`src/hdl/rle_pkg.sv`:
```
`timescale 1ns / 1ps
// ----------------------------------------------------------------------------
// rle_pkg: shared types and codes of the record list engine
// Request and result payloads, record layout, command and status codes.
// ----------------------------------------------------------------------------
package rle_pkg;

  localparam logic [2:0] CMD_APPEND    = 3'd0;
  localparam logic [2:0] CMD_INSERT_AT = 3'd1;
  localparam logic [2:0] CMD_INS_AFTER = 3'd2;
  localparam logic [2:0] CMD_REMOVE    = 3'd3;
  localparam logic [2:0] CMD_UPDATE    = 3'd4;
  localparam logic [2:0] CMD_RANGE     = 3'd5;
  localparam logic [2:0] CMD_SORT      = 3'd6;

  localparam logic [2:0] ST_OK       = 3'd0;
  localparam logic [2:0] ST_FULL     = 3'd1;
  localparam logic [2:0] ST_BADPOS   = 3'd2;
  localparam logic [2:0] ST_NOTFOUND = 3'd3;
  localparam logic [2:0] ST_EMPTY    = 3'd4;

  // register byte addresses
  localparam logic [2:0] ADDR_PC_LOW  = 3'd0;
  localparam logic [2:0] ADDR_PC_HIGH = 3'd4;

  localparam logic [19:0] PC_LOW_RST  = 20'd1500;
  localparam logic [19:0] PC_HIGH_RST = 20'd2500;

  typedef struct packed {
    logic [15:0] id;
    logic [63:0] name;
    logic [15:0] population;
    logic [63:0] language;
    logic [19:0] gdp;
    logic [19:0] per_capita;
  } rec_t;

  typedef struct packed {
    logic [2:0]  command;
    logic [4:0]  position;
    logic [63:0] match_name;
    logic [15:0] match_id;
    logic [15:0] new_id;
    logic [63:0] new_name;
    logic [15:0] new_population;
    logic [63:0] new_language;
    logic [19:0] new_gdp;
    logic [19:0] new_per_capita;
  } req_t;

  typedef struct packed {
    logic [2:0]  status;
    logic [3:0]  entry_index;
    logic [15:0] out_id;
    logic [63:0] out_name;
    logic [15:0] out_population;
    logic [63:0] out_language;
    logic [19:0] out_gdp;
    logic [19:0] out_per_capita;
    logic        last;
  } rsp_t;

  // per-cycle control from the sequencer to every cell
  typedef struct packed {
    logic shift_up;    // take left neighbor's record
    logic shift_down;  // take right neighbor's record
    logic write_new;   // write new record at the target cell
    logic upd_match;   // rewrite cells whose id matches
    logic rotate;      // ring rotation toward index 0
  } cell_ctl_t;

endpackage

```
`src/hdl/rle_cell.sv`:
```
`timescale 1ns / 1ps
// ----------------------------------------------------------------------------
// rle_cell: one list slot
// Holds one record; rotates or shifts to/from neighbors, takes a new record or an update.
// ----------------------------------------------------------------------------
module rle_cell
  import rle_pkg::*;
(
  input  logic      clk_i,
  input  cell_ctl_t ctl_i,
  input  logic      at_or_above_i,  // index >= target position
  input  logic      is_target_i,
  input  logic      below_count_i,
  input  logic [15:0] match_id_i,
  input  rec_t      new_rec_i,
  input  rec_t      left_i,
  input  rec_t      right_i,
  output rec_t      rec_o
);

  rec_t rec_q, rec_d;
  logic upd_hit;

  assign upd_hit = below_count_i && (rec_q.id == match_id_i);

  always_comb begin
    rec_d = rec_q;
    if (ctl_i.rotate) begin
      rec_d = right_i;
    end else if (ctl_i.write_new && is_target_i) begin
      rec_d = new_rec_i;
    end else if (ctl_i.shift_up && at_or_above_i) begin
      rec_d = left_i;
    end else if (ctl_i.shift_down && at_or_above_i) begin
      rec_d = right_i;
    end else if (ctl_i.upd_match && upd_hit) begin
      rec_d = new_rec_i;
      rec_d.id = rec_q.id;
    end
  end

  always_ff @(posedge clk_i) begin
    rec_q <= rec_d;
  end

  assign rec_o = rec_q;

endmodule
```
`config.mk`:
```
export PLATFORM = sky130hd
export DESIGN_NAME = rle_cell
export DESIGN_NICKNAME = d
export VERILOG_FILES = /design/src/hdl/rle_pkg.sv /design/src/hdl/rle_cell.sv
export SDC_FILE = /design/constraint.sdc
export NUM_CORES = 1
export LEC_CHECK = 0
export BUFFER_PORTS_ARGS = -buffer_cell sky130_fd_sc_hd__buf_2
export CAP_MARGIN = 20
export CELL_PAD_IN_SITES_DETAIL_PLACEMENT = 0
export CELL_PAD_IN_SITES_GLOBAL_PLACEMENT = 1
export CORE_AREA = 5 5 316 318
export CTS_CLUSTER_DIAMETER = 50
export DETAILED_ROUTE_END_ITERATION = 7
export DIE_AREA = 0 0 321 323
export PLACE_DENSITY_LB_ADDON = 0.1
export SLEW_MARGIN = 20
export SYNTH_ARGS = -nofsm -noshare
export SYNTH_HDL_FRONTEND = slang
export SYNTH_SLANG_ARGS = --single-unit
```
`constraint.sdc`:
```
create_clock -name clk_i -period 32 [get_ports clk_i]
set_input_delay 1.6 -clock clk_i [delete_from_list [all_inputs] [get_ports clk_i]]
set_output_delay 1.6 -clock clk_i [all_outputs]
set_load 0.02 [all_outputs]
```
======== Yosys cells after proc, flatten, opt, wreduce, memory -nomap -nowiden ========
Cells that the tools add are included.
storage, ports and cells
  bits in registers ....................... 200
  input port bits ......................... 625
  output and inout port bits .............. 200
operators by class
  eq/ne operators ......................... 1
  mux-type cells .......................... 5
  reduce and logical (&&, ||, !) cells .... 7
operators by type and width
  operator              count
  2-to-1 mux 200 bit    4
  2-to-1 mux 184 bit    1
  equality test 16 bit  1
  logical AND 1 bit     5
  nonzero test 5 bit    1
  nonzero test 4 bit    1

======== Logic depth before layout (Yosys ltp) ========
Gate-level depths: netlist of the first run.
  depth after elaboration ................. 8
  gate-level depth with buffers ........... 7

======== Worst setup path before layout of the first run ========
Ideal clock, no wire load.
  path type ............................... input to register
  start point ............................. input match_id_i[9]
  end point ............................... register rec_q (netlist bit rec_o[0]), enable pin
  data arrival time ....................... 10590 ps
  required time ........................... 31234 ps
  slack ................................... 20644 ps
  stages on the path ...................... 4
  buffers on the path ..................... 0
  cells stage by stage .................... xor2_1 nor4_1 nand4_1 o21bai_1
on the way
  cells in the longest elaborated chain, start to end .. 4
ends and longest elaborated chain
  element                              RTL line        source
  start, declared                      rle_cell.sv:14  input logic [15:0] match_id_i,
  equality test 16 bit                 rle_cell.sv:24  assign upd_hit = below_count_i && (rec_q.id == match_id_i);
  logical AND 1 bit                    rle_cell.sv:24
  logical AND 1 bit                    rle_cell.sv:36  end else if (ctl_i.upd_match && upd_hit) begin
  nonzero test 5 bit (no source line)  -
  end signal, assigned                 rle_cell.sv:43  rec_q <= rec_d;
  end, declared                        rle_cell.sv:21  rec_t rec_q, rec_d;
No other way between the ends.
A chain may end at the register's enable or synchronous reset.

======== Worst setup path in the final report of the first run ========
  start point ............................. input is_target_i
  end point ............................... register rec_q (netlist bit rec_o[81]), enable pin
on the way
  cells in the longest elaborated chain, start to end .. 2
ends and longest elaborated chain
  element                              RTL line        source
  start, declared                      rle_cell.sv:12  input logic is_target_i,
  logical AND 1 bit                    rle_cell.sv:30  end else if (ctl_i.write_new && is_target_i) begin
  nonzero test 5 bit (no source line)  -
No other way between the ends.

==> results of run 1 <==
## layout make-up
type                       instances  area (um2)  share of cell area (%)
inverter                           1        3.75                  0.0231
tap                             1276        1600                    9.84
antenna                           11        27.5                   0.170
sequential                       200        6010                    37.0
timing repair buffer             838        4240                    26.1
multi-input combinational        449        3770                    23.2
clock buffer                      20         437                    2.69
clock inverter                    12         149                   0.918
## worst reg2reg max path, stage by stage (launching register included)
cell and delay, ps:
edfxtp_1 470, xor2_1 210, nor4_1 570, nand3_1 220, o21bai_4 140, buf_4 790, buf_4 840
## through the flow
stage	util, %	std cells	power (mW)	hold WS [ps]	worst slack, ps
after floorplan	-	737	0.465	1790	20640
after global routing	16.8	2802	0.840	1340	26800
after global placement	16.2	2764	0.575	1480	26440
after CTS	16.8	2796	0.821	1310	26970
after detailed placement	16.2	2764	0.573	1490	26380
final	16.9	2807	0.794	1380	27090
## layer usage
metal	up-vias	GRT usage, %	part of all wire [%]
li1	4715	-	-
met1	4736	10.3	33
met2	515	21.4	54
met3	73	5.21	10
met4	18	3.37	2.0
met5	-	0	0.21
## power breakdown
group	switching (mW)	internal [mW]
Combinational	0.131	0.0855
Sequential	0.0114	0.331
Clock	0.112	0.123
## worst max-delay path by stage
stage	startpoint	end	slack (ps)	depth (start not counted)
floorplan	match_id_i[9]	rec_o[0]	20640	4
global placement	ctl_i[2]	rec_o[78]	26440	7
detailed placement	is_target_i	rec_o[176]	26380	7
CTS	is_target_i	rec_o[81]	26970	7
global route	is_target_i	rec_o[81]	26800	7
finish	is_target_i	rec_o[81]	27090	7
## placed cells by master (no fill, tap or decap)
| cell type | n |
|---|---|
| o22a_1 | 368 |
| buf_4 | 14 |
| bufinv_16 | 3 |
| nand2_1 | 18 |
| a41oi_4 | 1 |
| and3_1 | 1 |
| xnor2_1 | 1 |
| nor2_1 | 1 |
| clkbuf_1 | 3 |
| buf_2 | 823 |
| a41o_1 | 1 |
| a22oi_1 | 16 |
| clkinv_1 | 2 |
| nand3_1 | 1 |
| buf_6 | 1 |
| clkinvlp_4 | 2 |
| inv_1 | 1 |
| xor2_1 | 15 |
| clkinv_4 | 1 |
| nand4_1 | 1 |
| edfxtp_1 | 200 |
| clkbuf_16 | 17 |
| diode_2 | 11 |
| o21bai_4 | 1 |
| nor3_1 | 1 |
| clkinv_2 | 2 |
| o21ai_1 | 17 |
| and2_1 | 1 |
| nor2_4 | 1 |
| nor4_1 | 3 |
| nand3_4 | 1 |
| inv_6 | 2 |
## logic make-up after synthesis
family                    count (synthesis)
and+or+nand+nor                          29
AOI/OAI and AO/OA                       404
xor gates and xnor gates                 16
buffers and inverters                    88
DFF                                     200
## cells in the mapped netlist (all sizes together)
library cell  number
a22oi             16
a41o               1
a41oi              1
and2               1
and3               1
buf               56
clkbuf            31
edfxtp           200
inv                1
nand2             18
nand3              2
nand4              1
nor2               2
nor3               1
nor4               3
o21ai             17
o21bai             1
o22a             368
xnor2              1
xor2              15
==> run metrics, run 1 <==
status completed; r2r startpoint rec_o[195]; clk sinks 200; Hold WC Path Type in2reg; post-synthesis mux area share 0%; Num CTS Buffers 17; maximum VDD drop 40.8 uV; Die Width approximately 320 um; GRT overflow 0; vias in the first global route 11.1k; Placement Cell Area 0.0156 mm2; Initial Util 10.7%; dpl hpwl 48.7 mm; CP Buf/Inv Count 3; Setup crit end kind flip-flop; slowest CP cell buf_4; final WL 61.4 mm; hold-critical path endpoint rec_o[187]; IO Pins 825; Ys Warns 0; area leader, netlist edfxtp_1; Post-CTS Resized 0; Mapped Nets 1362; CP cell instances buf_2 > and2_1 > nor2_1 > nand2_1 > o21bai_4 > buf_4 > buf_4; post-synthesis compound-gate area fraction 33.7%; slowest cell delay on critical path between 700 and 800 ps; Fill cells between 10k and 15k; netlist area before placement 0.0103 mm2; CP Launch Type input pin; share of layout cells above drive strength 1 57.2%; CP delay by family, top buffers and inverters; final hold violations 0; period utilisation layout approximately 15%; simple-gate share of the synthesized area 1.32%; total track usage 11.1%; crit path kind in2reg; core area 0.0963 mm2; clock skew 11.0 ps; Yosys reg bits 200; drt pass-1 iters 4; flop2flop setup slack about 28000 ps; largest net degree at the start of global routing 78; Post-CTS Setup Inserts 0; post-synthesis cell count roughly 740; syn_area_per_cell 13.9 um2; Bufs on Longest Clock Path 2; H-Tree Depth 4; sequential fraction of the synthesis area 58.5%; post-synthesis adder-cell area fraction 0%; Min-Delay Path Depth 3; min-delay src right_i[187]; Synth top area share about three fifths; CP Max Fanout 65; DRT iter0 DRCs 302; first-pass GRT wire length ~81 mm; Worst Reg-to-Reg Cells 6; routed vias 10.1k; Final #Nets 2132; largest cells by area after synthesis edfxtp_1, o22a_1, buf_6; number of vias per cell 3.58; CTS tree yes; FF-to-FF End rec_o[81]; final instance area 0.0162 mm2; Die Y 323 um; initial antenna violation count 29; Routed WL per cell between 20 and 25 um; Cell variety after synth 23; max-slew violations 0; worst-margin pin slew 1040 ps; largest family of logic cells by synthesized area compound AO/OA/AOI/OAI gates; max-cap violation count 0; critical path arrival 5040 ps; area of the die 0.104 mm2; Pleak 6.71 nW; IO Port Bufs 824; final setup violation count 0; number of flip-flops under the largest register name 200; Post-route DRC 0; Post-Route Setup TNS 0 ps; clock root buffer clkbuf_16; Post-DRT Antenna Nets 0; clock-pin slew of the registers on the worst-case setup and hold paths around 80 ps; slew margin rel. 31.0%; Clock Latency Late Sink 500 ps; Cell Rows ~110; cts-stage hold buffer count 0; Power Density 48.9 mW/mm2; RSZ-0062 raised after global routing false; GP Congestion about 0.79; most used cell, CP buf_4; area grow syn2layout 58.2%; Max Fclk 204 MHz; post-synthesis xor/xnor area fraction 1.37%; worst endpoint required time about 32000 ps; Tmin final around 4900 ps
(Power assumes the default switching activity.)
==> inputs of run 2 (changes only) <==
Settings changed: ABC_AREA from default to 1, CORE_AREA 5 5 316 318 to 5 5 314 316, DIE_AREA 0 0 321 323 to 0 0 319 321.
Clock period 32 ns to 4.6 ns, I/O delays scaled along.
==> run 2 against run 1 <==
Wire length rose by 25%; worst setup slack got worse by 25000 ps; sequential share of layout area fell by 6.2 points; utilization rose by 3.5 points; sequential power rose to 7.0 times the previous value; die area fell by 1.2%; non-clock buffer count rose by 164; worst hold slack got worse by 1300 ps; global-route usage rose by 3.2 points; count of clock-buffer cells in the layout rose by 1; register-to-register slack got worse by 26000 ps; highest routed layer unchanged.
==> run metrics, run 2 <==
worst endpoint required time 4870 ps (-27250 ps); critical path arrival 3060 ps (-1980 ps); core area 0.0957 mm2 (-0.59%); Synth top area share 50.1% (-8.5 points); CP Buf/Inv Count 4 (+1); simple-gate share of the synthesized area 23.2% (+22 points); IO Pins 825 (unchanged); top_reg_cell synth edfxtp_1; netlist area before placement 0.0120 mm2 (+17%); Power Density 299 mW/mm2 (+510%); DRT iter0 DRCs 636 (+110%); Pwr Total 5.83 mW (+630%); number of vias per cell 3.90 (+8.7%); CP cell instances buf_2 > nand2_4 > buf_4 > inv_1 > nand2_1 > nand2_1 > o211ai_1 > nand2_1 > dlygate4sd3_1; largest net degree at the start of global routing 118 (+51%); Post-DRT Antenna Nets 0 (unchanged); status completed; Post-Route Setup TNS 0 ps (unchanged); Routed WL per cell 21.2 um (-3.0%); area leader, netlist edfxtp_1; clock root buffer clkbuf_16; H-Tree Depth 4 (unchanged); slew margin rel. 33.8% (+2.9 points); CP Launch Type input pin; total track usage 14.3% (+3.2 points); Die Y 321 um (-0.62%); post-synthesis adder-cell area fraction 0% (unchanged); crit path kind in2reg; number of flip-flops under the largest register name 200 (unchanged); max-slew violations 0 (unchanged); Initial Util 12.5% (+1.9 points); most frequent cells in the layout buf_2, nor2_1, edfxtp_1; top post-synthesis cells by count nor2_1, edfxtp_1, nor3_1, o21a_1, a21oi_1; worst-margin pin slew 993 ps (-42.9 ps); period utilisation layout 60.6%; Mapped Nets 2035 (+49%); Num CTS Buffers 17 (unchanged); most common cell after layout, fill and taps aside buf_2; clk sinks 200 (unchanged); Ys Warns 0 (unchanged); GRT overflow 0 (unchanged); slowest cell delay on critical path 690 ps (-100 ps); vias in the first global route 15.1k (+36%); post-synthesis xor/xnor area fraction 0.292% (-1.1 points); area of the die 0.102 mm2 (-1.2%); slowest CP cell buf_4; max-cap violation count 0 (unchanged); Bufs on Longest Clock Path 2 (unchanged); most used cell, CP nand2_1; post-synthesis compound-gate area fraction 20.1% (-14 points); RSZ-0062 raised after global routing false; Yosys reg bits 200 (unchanged); Hold WC Path Type in2reg; largest cells by area after synthesis edfxtp_1, nor2_1, o21a_1; Clock Latency Late Sink 510 ps (about the same); drt pass-1 iters 5 (+1); area grow syn2layout 62.8%; clock-pin slew of the registers on the worst-case setup and hold paths 90 ps (about the same); Tmin final 2790 ps; share of layout cells above drive strength 1 37.9% (-19 points); final hold violations 0 (unchanged); final setup violation count 0 (unchanged); CP delay by family, top buffers and inverters; post-synthesis cell count 1410 (+91%); Post-CTS Resized 0 (unchanged); Fill cells 10.9k (-0.12%); final WL 76.7 mm (+25%); CP Max Fanout 55 (-15%); Cell Rows 114 (unchanged); sequential fraction of the synthesis area 50.1% (-8.5 points); clock skew 21.3 ps (+10.3 ps); CTS tree yes; Post-route DRC 0 (unchanged); syn_area_per_cell 8.50 um2 (-39%); IO Port Bufs 824 (unchanged); Setup crit end kind flip-flop; Cell variety after synth 19 (-17%); routed vias 14.1k (+40%); most numerous cell in the Yosys netlist nor2_1; Final #Nets 2929 (+37%); dpl hpwl 57.4 mm (+18%); asr flop ratio synth 0% (unchanged); initial antenna violation count 37 (+28%); Max Fclk approximately 360 MHz; post-synthesis mux area share 0% (unchanged); largest family of logic cells by synthesized area simple AND/OR/NAND/NOR gates; Pleak 8.29 nW (+24%); EDFF count, synth 200 (unchanged); maximum VDD drop 242 uV (+490%); Die Width 319 um (-0.62%); GP Congestion 0.794 (+0.11%); first-pass GRT wire length 108 mm (+32%)
==> run 2: changes by cell type after synthesis, moves of 24 or more <==
cell     previous run  this run
o21a_1              0       185
buf_4               1        33
inv_1               1        25
nor3_1              1       185
nor2_1              1       380
o22a_1            368         0
a21oi_1             0       184
nand2_1            18        87
==> run 2: final cells by class <==
type	count	area, um2	share of cell area (%)
Antenna cell	21	52.6	0.269
Clock buffer	21	440	2.26
Clock inverter	11	121	0.622
Inverter	27	111	0.571
Multi-Input combinational cell	1056	5270	27.0
Sequential cell	200	6010	30.8
Tap cell	1276	1600	8.18
Timing Repair Buffer	1002	5920	30.3
==> run 2: per-stage QoR <==
stage	std cells	setup WS (ps)	hold WS, ps	utilization [%]	cell area (um2)
final	3614	1810	64.4	20.4	19500
after detailed placement	3404	1370	511	18.1	17300
after floorplan	1410	1000	409	-	12000
after CTS	3592	1740	0.404	20.3	19400
after global placement	3404	1340	498	18.1	17300
after global routing	3604	1620	21.7	20.4	19500
==> run 2: per-layer routing <==
layer | share of wire [%] | global-route usage (%) | wire length (um)
met2 | 51 | 25.8 | 39300
met5 | 0.29 | 0 | 219
met4 | 2.1 | 3.93 | 1610
met1 | 38 | 15.6 | 29000
met3 | 8.6 | 5.61 | 6580
==> run 2: cell families (layout without fill, tap and decap cells) <==
kind of cell / count (synthesis) / after routing
other cells: 0 / 21
xor+xnor: 4 / 4
simple gates: 670 / 670
compound gates: 382 / 382
buf+inv: 154 / 1061
flops: 200 / 200
==> run 2: timing repair <==
action | 4_1_cts | 5_1_grt
endpoints found under the hold margin | 148 | 0
setup buffers | 0 | 0
hold buffers | 156 | 0
endpoints found under the setup margin | 0 | 0
==> run 2: power by group <==
group	internal (mW)	total [mW]	leakage, nW	switching (mW)
sequential	2.31	2.39	2.02	0.0773
clock	0.804	1.64	0.264	0.839
combinational	0.667	1.80	6.01	1.13
==> run 2: worst register-to-register path: stages (launching register included) <==
cell and delay, ps:
edfxtp_1 420, nand2_1 90, nand2_1 50, nor2_1 180, nand3_1 100, nor2_1 160, nand2_1 160, nand2_8 570
buf_12 600
==> run 2: worst paths after layout <==
kind,slack (ps),depth (start not counted),startpoint,end
hold / removal,60,3,right_i[52],rec_o[52]
setup / recovery,1810,9,ctl_i[4],rec_o[185]
setup reg to reg,1830,8,rec_o[189],rec_o[141]
hold reg to reg,1530,5,rec_o[194],rec_o[87]
